`config.mk`:
```
export PLATFORM = sky130hd
export DESIGN_NAME = wms_fifo
export DESIGN_NICKNAME = d
export VERILOG_FILES = /design/src/hdl/wms_pkg.sv /design/src/hdl/wms_fifo.sv
export SDC_FILE = /design/constraint.sdc
export NUM_CORES = 1
export LEC_CHECK = 0
export BUFFER_PORTS_ARGS = -buffer_cell sky130_fd_sc_hd__buf_2
export CORE_ASPECT_RATIO = 0.5
export CORE_MARGIN = 4
export CORE_UTILIZATION = 60
export DETAILED_ROUTE_END_ITERATION = 10
export PLACE_DENSITY = 0.83
export SLEW_MARGIN = 20
export SYNTH_ARGS = -nofsm -noshare
export SYNTH_HDL_FRONTEND = slang
export SYNTH_SLANG_ARGS = --single-unit
```
`constraint.sdc`:
```
create_clock -name clk -period 2.98 [get_ports clk]
set_input_delay 0.596 -clock clk [delete_from_list [all_inputs] [get_ports clk]]
set_output_delay 0.596 -clock clk [all_outputs]
set_load 0.01 [all_outputs]
```
`src/hdl/wms_pkg.sv`:
```
// Shared types and constants for the weighted mean / standard deviation block.
package wms_pkg;
	localparam int FEATURES_MAX = 16;
	localparam int IDX_W        = $clog2(FEATURES_MAX);
	localparam int FC_W         = 5;
	localparam int FIFO_DEPTH   = 4;
	localparam int PTR_W        = $clog2(FIFO_DEPTH);
	localparam int CNT_W        = PTR_W + 1;

	localparam logic [15:0] ONE_Q8 = 16'd256;

	localparam logic [1:0] ST_OK     = 2'd0;
	localparam logic [1:0] ST_ZERO_W = 2'd1;
	localparam logic [1:0] ST_DEN    = 2'd2;
	localparam logic [1:0] ST_SAT    = 2'd3;

	typedef struct packed {
		logic signed [15:0] value;
		logic [15:0]        weight;
		logic [IDX_W-1:0]   pos;
		logic               eos;
		logic [FC_W-1:0]    fc;
	} wms_item_t;

	typedef struct packed {
		logic full;
		logic empty;
	} wms_fifo_stat_t;
endpackage

```
`src/hdl/wms_fifo.sv`:
```
// Short item queue between the front and the back.
module wms_fifo (
	input  logic                    clk,
	input  logic                    arst_n,
	input  logic                    push,
	input  wms_pkg::wms_item_t      push_item,
	input  logic                    pop,
	output wms_pkg::wms_item_t      pop_item,
	output wms_pkg::wms_fifo_stat_t stat
);
	import wms_pkg::*;

	wms_item_t        mem_q [FIFO_DEPTH];
	logic [PTR_W-1:0] wr_q;
	logic [PTR_W-1:0] rd_q;
	logic [CNT_W-1:0] cnt_q;

	assign stat.full  = (cnt_q == CNT_W'(FIFO_DEPTH));
	assign stat.empty = (cnt_q == '0);
	assign pop_item   = mem_q[rd_q];

	always_ff @(posedge clk) begin
		if (push)
			mem_q[wr_q] <= push_item;
	end

	always_ff @(posedge clk or negedge arst_n) begin
		if (!arst_n) begin
			wr_q  <= '0;
			rd_q  <= '0;
			cnt_q <= '0;
		end else begin
			if (push)
				wr_q <= wr_q + PTR_W'(1);
			if (pop)
				rd_q <= rd_q + PTR_W'(1);
			if (push && !pop)
				cnt_q <= cnt_q + CNT_W'(1);
			else if (pop && !push)
				cnt_q <= cnt_q - CNT_W'(1);
		end
	end
endmodule

```
==> run metrics <==
final HPWL from detailed placement=6.507 mm; GR Overflow Total=0; Arrival @ worst endpoint=1950 ps; first-pass GRT wire length=17.06 mm; Initial DRT Pass Iterations=4; Vias=2873; CP startpoint=rd_q[0]; max-cap viol count=0; Seq cells post-synth=175; Sink Count=175; footprint of the multi-input gates=1166 sq um; final hold vios=0; crit start category=flip-flop; Synth Area in Simple Gates=0.7493%; fin cells=512; WL met2=5.461 mm; dpl cells=479; clock slew at reported path FFs=60 ps; met3 wire length=627 microns; DRT iter0 DRCs=125; Crit path required time=2380 ps; sequential fraction of the synthesis area=80.15%; worst r2r src=wr_q[0]; Initial Util=62.76%; Synth cell types=19; area delta synth->final=17.37%; Cell Chain, Critical Path=buf_12 -> mux4_1 -> buf_2; crit path buf inv count=2; DRT Wirelength=10.70 mm; Hold WS=388.5 ps; mean area per synthesized cell=25.64 sq um; GRT Total Usage=18.67%; Final TNS setup=0 ps; Post-Syn Instances=254; complex-gate fraction of the synthesized area=0.07685%; crit path time final=2546 ps; XOR/XNOR Fraction of Synth Area=0.8069%; I/O Pins=90; synthesized area=6512 sq um; Final Cycle Share=85.43%; CTS resizes=0; RSZ-0062 raised after global routing=false; clk_lat worst skew=420 ps; Antenna Violating Nets Remaining=0; fin nets=411; top area cells in the synthesized netlist=edfxtp_1, mux4_2, dfrtp_1; Slew headroom=57.95%; final setup fails=0; delay-heaviest family, CP=multiplexers; core box area=10380 sq um; Die Area=12690 sq um; Slew Limit Fails=0; Core Rows=26; most common cell after layout, fill and taps aside=edfxtp_1; Avg WL per Cell=20.90 microns; Worst setup EP type=output port; Synth Warn #=0; slowest stage delay, CP=600 ps; clk_skew=8.016 ps; critical-path maximum fanout=42; Worst-Margin Slew=630.7 ps; Tot Pwr=7444 uW; pin count of the biggest net entering global routing=43; maximum buffer depth of the clock tree=2; Max stage delay cell, worst path=mux4_1; Met1 Wirelength=4.387 mm; hold crit path type=primary input to flip-flop; DR top layer=met5; status=completed; Leakage=0.002669 uW; pwr/cell area=973.9 nW/um^2; H-Tree Depth=4; VDD IR max=0.6574 mV; chip height=81.67 microns; # diodes=0; gp weighted congestion=0.6818; FILL cells=575; Root Buffer=clkbuf_16; share of layout cells above drive strength 1=46.24%; largest family of logic cells by synthesized area=multiplexers; kind of critical path=flip-flop to output port; Remaining DRCs=0; share of the synthesized area in the top cell type=77.46%; mux contribution to synthesized area=14.93%; most frequent cells in the layout=edfxtp_1, buf_2, mux4_2; sequential cell area=5223 sq um; TritonCTS buffer count=17; initial antenna violation count=1; Synth Area in Adders=1.268%; post-synth top area cell=edfxtp_1; net count after synthesis=306; Die X=155.3 microns; Final Util=73.66%; port bufs=89; Via density=5.611; CTS tree=yes; hold path startpoint=push_item[18]; Max Clk Rate=392.8 MHz; vias in the first global route=3212
## layout make-up
class,instances,share of cell area (%)
well taps,140,2.292
flip-flops and latches,175,68.33
inverters,4,0.1964
repair buffers,96,6.875
clock inverters,15,1.490
multi-input cells,65,15.26
clock buffers,17,5.566
## report_power, final
group	leakage, uW	internal, uW	switching, uW	total, uW
Combinational	0.000794	994	1040	2040
Clock	0.000252	1070	912	1980
Sequential	0.00162	3230	196	3430
## per-layer routing
layer | track usage, % | up-vias
met1 | 23.50 | 1490
met3 | 6.789 | 23
met4 | 8.035 | 2
met2 | 30.13 | 74
met5 | 0 | -
li1 | - | 1284
## flip-flops by register name (all words and copies together), names as in the netlist
signal	count
mem_q	168
cnt_q	3
rd_q	2
wr_q	2
## cell families after synthesis
logic type | Yosys count
multiplexers | 43
AND/OR/NAND/NOR | 9
buffers and inverters | 14
adder cells (fa/ha/maj) | 6
XOR/XNOR | 6
flip-flops | 175
AO/OA/AOI/OAI | 1
## cells in the mapped netlist
| master | n |
|---|---|
| and2_1 | 4 |
| buf_12 | 4 |
| buf_2 | 5 |
| buf_6 | 1 |
| dfrtp_1 | 7 |
| edfxtp_1 | 168 |
| fa_1 | 1 |
| ha_1 | 5 |
| inv_1 | 4 |
| mux2_2 | 1 |
| mux4_1 | 4 |
| mux4_2 | 38 |
| nand2_1 | 2 |
| nor2_1 | 1 |
| nor3_1 | 1 |
| nor3b_1 | 1 |
| o21ai_0 | 1 |
| xnor2_1 | 2 |
| xor2_1 | 4 |
## path summary, 6_finish.rpt
path / cells past startpoint / slack, ps / to
min in group asynchronous: 2 / 540 / cnt_q[0]
max reg2reg: 4 / 1280 / mem_q[0][12]
min: 1 / 390 / mem_q[3][18]
min reg2reg: 1 / 530 / cnt_q[2]
max in group asynchronous: 2 / 2270 / rd_q[1]
max: 3 / 430 / pop_item[41]
## per-stage QoR
| step | cell area (sq um) | setup slack, ps |
|---|---|---|
| 5_1_grt | 7644 | 334.7 |
| 6_report | 7644 | 434.2 |
| 3_5_place_dp | 7094 | 877.8 |
| 3_3_place_gp | 7094 | 912.4 |
| 4_1_cts | 7644 | 413.1 |
| 2_1_floorplan | 6513 | 948.1 |
## what timing repair did
action | CTS | global route
setup buffers | 0 | 0
hold buffers | 1 | 0
endpoints found under the hold margin | 7 | 0
(Power assumes the default switching activity.)
