**config.mk**
```make
export PLATFORM = sky130hd
export DESIGN_NAME = wms_front
export DESIGN_NICKNAME = d
export VERILOG_FILES = /design/src/hdl/wms_pkg.sv /design/src/hdl/wms_front.sv
export SDC_FILE = /design/constraint.sdc
export NUM_CORES = 1
export LEC_CHECK = 0
export ABC_AREA = 1
export BUFFER_PORTS_ARGS = -buffer_cell sky130_fd_sc_hd__buf_2
export CORE_ASPECT_RATIO = 0.5
export CORE_MARGIN = 2
export CORE_UTILIZATION = 38
export DETAILED_ROUTE_END_ITERATION = 8
export PLACE_DENSITY = 0.78
export SLEW_MARGIN = 10
export SYNTH_ARGS = -nofsm -noshare
export SYNTH_HDL_FRONTEND = slang
export SYNTH_SLANG_ARGS = --single-unit
```
**constraint.sdc**
```tcl
create_clock -name clk -period 3.3 [get_ports clk]
set_input_delay 0.495 -clock clk [delete_from_list [all_inputs] [get_ports clk]]
set_output_delay 0.495 -clock clk [all_outputs]
set_load 0.01 [all_outputs]
```
**src/hdl/wms_pkg.sv**
```systemverilog
// Shared types and constants for the weighted mean / standard deviation block.
package wms_pkg;
	localparam int FEATURES_MAX = 16;
	localparam int IDX_W        = $clog2(FEATURES_MAX);
	localparam int FC_W         = 5;
	localparam int FIFO_DEPTH   = 4;
	localparam int PTR_W        = $clog2(FIFO_DEPTH);
	localparam int CNT_W        = PTR_W + 1;

	localparam logic [15:0] ONE_Q8 = 16'd256;

	localparam logic [1:0] ST_OK     = 2'd0;
	localparam logic [1:0] ST_ZERO_W = 2'd1;
	localparam logic [1:0] ST_DEN    = 2'd2;
	localparam logic [1:0] ST_SAT    = 2'd3;

	typedef struct packed {
		logic signed [15:0] value;
		logic [15:0]        weight;
		logic [IDX_W-1:0]   pos;
		logic               eos;
		logic [FC_W-1:0]    fc;
	} wms_item_t;

	typedef struct packed {
		logic full;
		logic empty;
	} wms_fifo_stat_t;
endpackage

```
**src/hdl/wms_front.sv**
```systemverilog
// Input side: feature count register, position tracking and item classification.
module wms_front (
	input  logic                  clk,
	input  logic                  arst_n,
	input  logic                  cfg_we,
	input  logic [4:0]            cfg_wdata,
	input  logic                  s_tvalid,
	output logic                  s_tready,
	input  logic [31:0]           s_tdata,   // value [15:0], weight [31:16]
	input  logic                  s_tlast,   // end_of_set
	input  wms_pkg::wms_fifo_stat_t fifo_stat,
	output logic                  push,
	output wms_pkg::wms_item_t    push_item
);
	import wms_pkg::*;

	logic [FC_W-1:0]  fc_q;
	logic [FC_W-1:0]  fc_eff;
	logic [IDX_W-1:0] pos_q;
	logic [IDX_W-1:0] pos;
	logic [FC_W-1:0]  pos_inc;

	always_comb begin
		if (fc_q == '0)
			fc_eff = FC_W'(1);
		else if (fc_q > FC_W'(FEATURES_MAX))
			fc_eff = FC_W'(FEATURES_MAX);
		else
			fc_eff = fc_q;
	end

	// a shrunk count restarts the sample
	assign pos     = ({1'b0, pos_q} >= fc_eff) ? '0 : pos_q;
	assign pos_inc = {1'b0, pos} + FC_W'(1);

	assign s_tready = !fifo_stat.full;
	assign push     = s_tvalid && !fifo_stat.full;

	always_comb begin
		push_item.value  = s_tdata[15:0];
		push_item.weight = s_tdata[31:16];
		push_item.pos    = pos;
		push_item.eos    = s_tlast;
		push_item.fc     = fc_eff;
	end

	always_ff @(posedge clk or negedge arst_n) begin
		if (!arst_n) begin
			fc_q  <= FC_W'(1);
			pos_q <= '0;
		end else begin
			if (cfg_we)
				fc_q <= cfg_wdata;
			if (push) begin
				if (pos_inc >= fc_eff || s_tlast)
					pos_q <= '0;
				else
					pos_q <= pos_inc[IDX_W-1:0];
			end
		end
	end
endmodule

```
==> impl_results.md <==
* Insertion delay to the later sink of the worst-skew pair at 0.23 ns
* Worst endpoint required time at 3.44 ns
* Global-route wire length before repair at 2590 um
* Final period util at 93.5%
* DRT Wirelength at 1810 um
* Crit Path Max Fanout at 4
* Number of diodes at 0
* Syn nets at 197
* Dpl cells at 168
* Site row count at 13
* Outcome: finished, final reports clean
* Synth-to-Final Area Change at 1.63%
* Syn_area_per_cell at around 7.0 um2
* Placed Instance Area at 903 um2
* IO Port Bufs at 22
* P_leak at 0.616 nW
* Drt pass-1 iters at 4
* Post-route ant nets at 0
* Minimum clock period at 3.09 ns
* VDD IR max at between 0.15 and 0.2 mV
* Least-Margin Pin Slew at around 0.24 ns
* Finished Layout Cells at 176
* Nets at 194
* DR vias/cell at around 4.4
* Placer Congestion at 0.837
* Die Ht at 40.3 um
* Gr usage total at between 10% and 20%
* Worst-case hold slack at 0.105 ns
* CP Launch Point: fc_q[0]
* Pwr/cell area at 453 mW/mm2
* FMAX at 0.324 GHz
* Synthesis-stage register bit count at 9
* Synth top area share at about a quarter
* Via Count at 783
* Max Slew Vio Count at 0
* Library cells used by synthesis at 20
* Worst Hold Class: in2async
* Setup crit start kind: flop
* Finish-stage setup viols at 0
* Power Total at 461 uW
* Layout cells sized above 1 at between 30% and 40%
* Starting Density at 39.2%
* Largest net degree at the start of global routing at 10
* Final Hold Viols at 0
* Vias in the first global route at 613
* Clk buf depth at 2
* Finished Cell Area at 0.00102 mm2
* Sequential share of the synthesized area at 22.6%
* Initial antenna violation count at 0
* Cts hold-fix bufs at 0
* # IOs at 88
* Avg WL per Cell at 10.3 um
* DR iter-0 viols at 22
* Clk pin slew, worst setup/hold paths at around 0.05 ns
* Final setup margin at around 0.21 ns
* # DRC at 0
* CTS H-tree depth at 1
* Core ar. at 0.00255 mm2
* Setup Skew at 0.00267 ns
* Crit Path Class: reg2reg
* CTS Buf Count at 3
* Num Clock Sinks at 9
* CTS tree: yes
* Max-slew headroom at a little over four fifths
* Die X at 76.6 um
* Die ar. at 0.00309 mm2
* GRT overflow at 0
* Mapped Area at around 0.001 mm2
* Root Buffer: clkbuf_8
* Synthesis warning total at 0
* Largest cells by area after synthesis: buf_4, dfrtp_1, ha_1
* Top cell type by total area after synthesis: buf_4
* Pre-CTS setup slack at 0.0898 ns
* DP HPWL at 1440 um
* Arrival time at the worst endpoint at 3.23 ns
* CP endpoint kind: flop
* Synthesized instance count at 143
* Max cap viols at 0
* R2R Path Start: fc_q[0]
## cell usage after synthesis
cell type / count
mux2_2: 1
inv_1: 25
dfstp_2: 1
o21ai_0: 6
nor2_1: 9
dfrtp_1: 8
dlygate4sd3_1: 1
nand2_1: 32
and2_1: 1
inv_2: 2
clkbuf_1: 1
ha_1: 10
a31oi_1: 1
nand2_2: 2
nor3_1: 1
a21oi_1: 2
nand4_1: 4
nand3_1: 2
buf_4: 33
a21oi_4: 1
## flip-flops by register name (all words and copies together), names as in the netlist
register and flops:
pos_q 4, fc_q 5
## per-stage QoR
| stage | TNS [ns] | utilization (%) |
|---|---|---|
| after floorplan | 0 | - |
| after global placement | 0 | 35.4 |
| after detailed placement | 0 | 35.4 |
| after CTS | 0 | 37.2 |
| after global routing | -0.00858 | 39.8 |
| final | 0 | 39.8 |
## final timing paths
kind	to	slack (ns)	cells past startpoint
worst max-delay path	pos_q[0]	0.21	21
worst min-delay path	fc_q[1]	0.10	1
worst max register to register	pos_q[0]	0.21	21
worst min register to register	fc_q[1]	0.54	2
max in group asynchronous	fc_q[0]	2.95	1
min in group clk	fc_q[1]	0.47	3
## cells by family (layout without fill, tap and decap cells)
logic type / after synthesis / after routing / synth area share [%]
flip-flops: 9 / 9 / 22.6
multiplexers: 1 / 1 / 1.12
AO/OA/AOI/OAI: 10 / 10 / 6.25
adder cells (fa/ha/maj): 10 / 10 / 12.5
AND/OR/NAND/NOR: 51 / 51 / 21.2
buffers and inverters: 62 / 58 / 36.3
## cell usage in the layout (no fill, tap or decap)
| cell | Yosys | layout |
|---|---|---|
| o21ai_0 | 6 | 6 |
| nor3_2 | 0 | 1 |
| mux2_2 | 1 | 1 |
| a21oi_2 | 0 | 1 |
| dfstp_2 | 1 | 1 |
| clkbuf_8 | 0 | 3 |
| dfrtp_1 | 8 | 7 |
| and2_1 | 1 | 1 |
| inv_2 | 2 | 3 |
| nand4_1 | 4 | 4 |
| clkinv_2 | 0 | 1 |
| inv_1 | 25 | 24 |
| buf_2 | 0 | 22 |
| nand2_1 | 32 | 31 |
| ha_2 | 0 | 1 |
| nand2_2 | 2 | 3 |
| a31oi_1 | 1 | 1 |
| ha_1 | 10 | 8 |
| nand3_1 | 2 | 2 |
| dfrtp_2 | 0 | 1 |
| a21oi_4 | 1 | 1 |
| nor2_2 | 0 | 4 |
| nor2_1 | 9 | 5 |
| ha_4 | 0 | 1 |
| buf_4 | 33 | 5 |
| a21oi_1 | 2 | 1 |
## power breakdown
part           total (mW)  leakage (nW)  switching [mW]  internal [mW]
Sequential          0.138         0.112          0.0124          0.125
Combinational       0.197         0.478           0.114         0.0830
Clock               0.126        0.0255          0.0434         0.0823
Total               0.461         0.616           0.170          0.291
## final cells by class
cell class	instances	area [um2]
Multi-Input combinational cell	72	448
Clock buffer	3	41.3
Inverter	27	101
Clock inverter	1	5.00
Fill cell	252	1540
Sequential cell	9	228
Timing Repair Buffer	27	148
Tap cell	37	46.3
## routing by layer
metal / track usage, % / routed length [um] / vias up
met2: 21.5 / 865 / 35
met5: 0 / 0 / -
met1: 11.9 / 740 / 347
li1: - / - / 395
met3: 4.05 / 156 / 6
met4: 7.27 / 43 / 0
## critical path, stage by stage, from the launching register on
cell	delay [ns]
dfstp_2	0.52
a31oi_1	0.04
nor2_1	0.14
ha_1	0.25
inv_1	0.06
nand2_1	0.05
nand2_1	0.07
nand2_2	0.07
a21oi_4	0.20
inv_1	0.07
nor2_2	0.11
ha_2	0.20
inv_1	0.06
nor3_2	0.17
ha_1	0.28
nand2_1	0.10
inv_1	0.04
a21oi_1	0.13
nand4_1	0.11
nor2_2	0.20
nand2_1	0.06
o21ai_0	0.09
## timing repair
action                                  4_1_cts  5_1_grt
buffers inserted                              0        4
gates resized for setup                       0       11
endpoints found under the setup margin        0        4
Power figures use the tool's default switching activity.
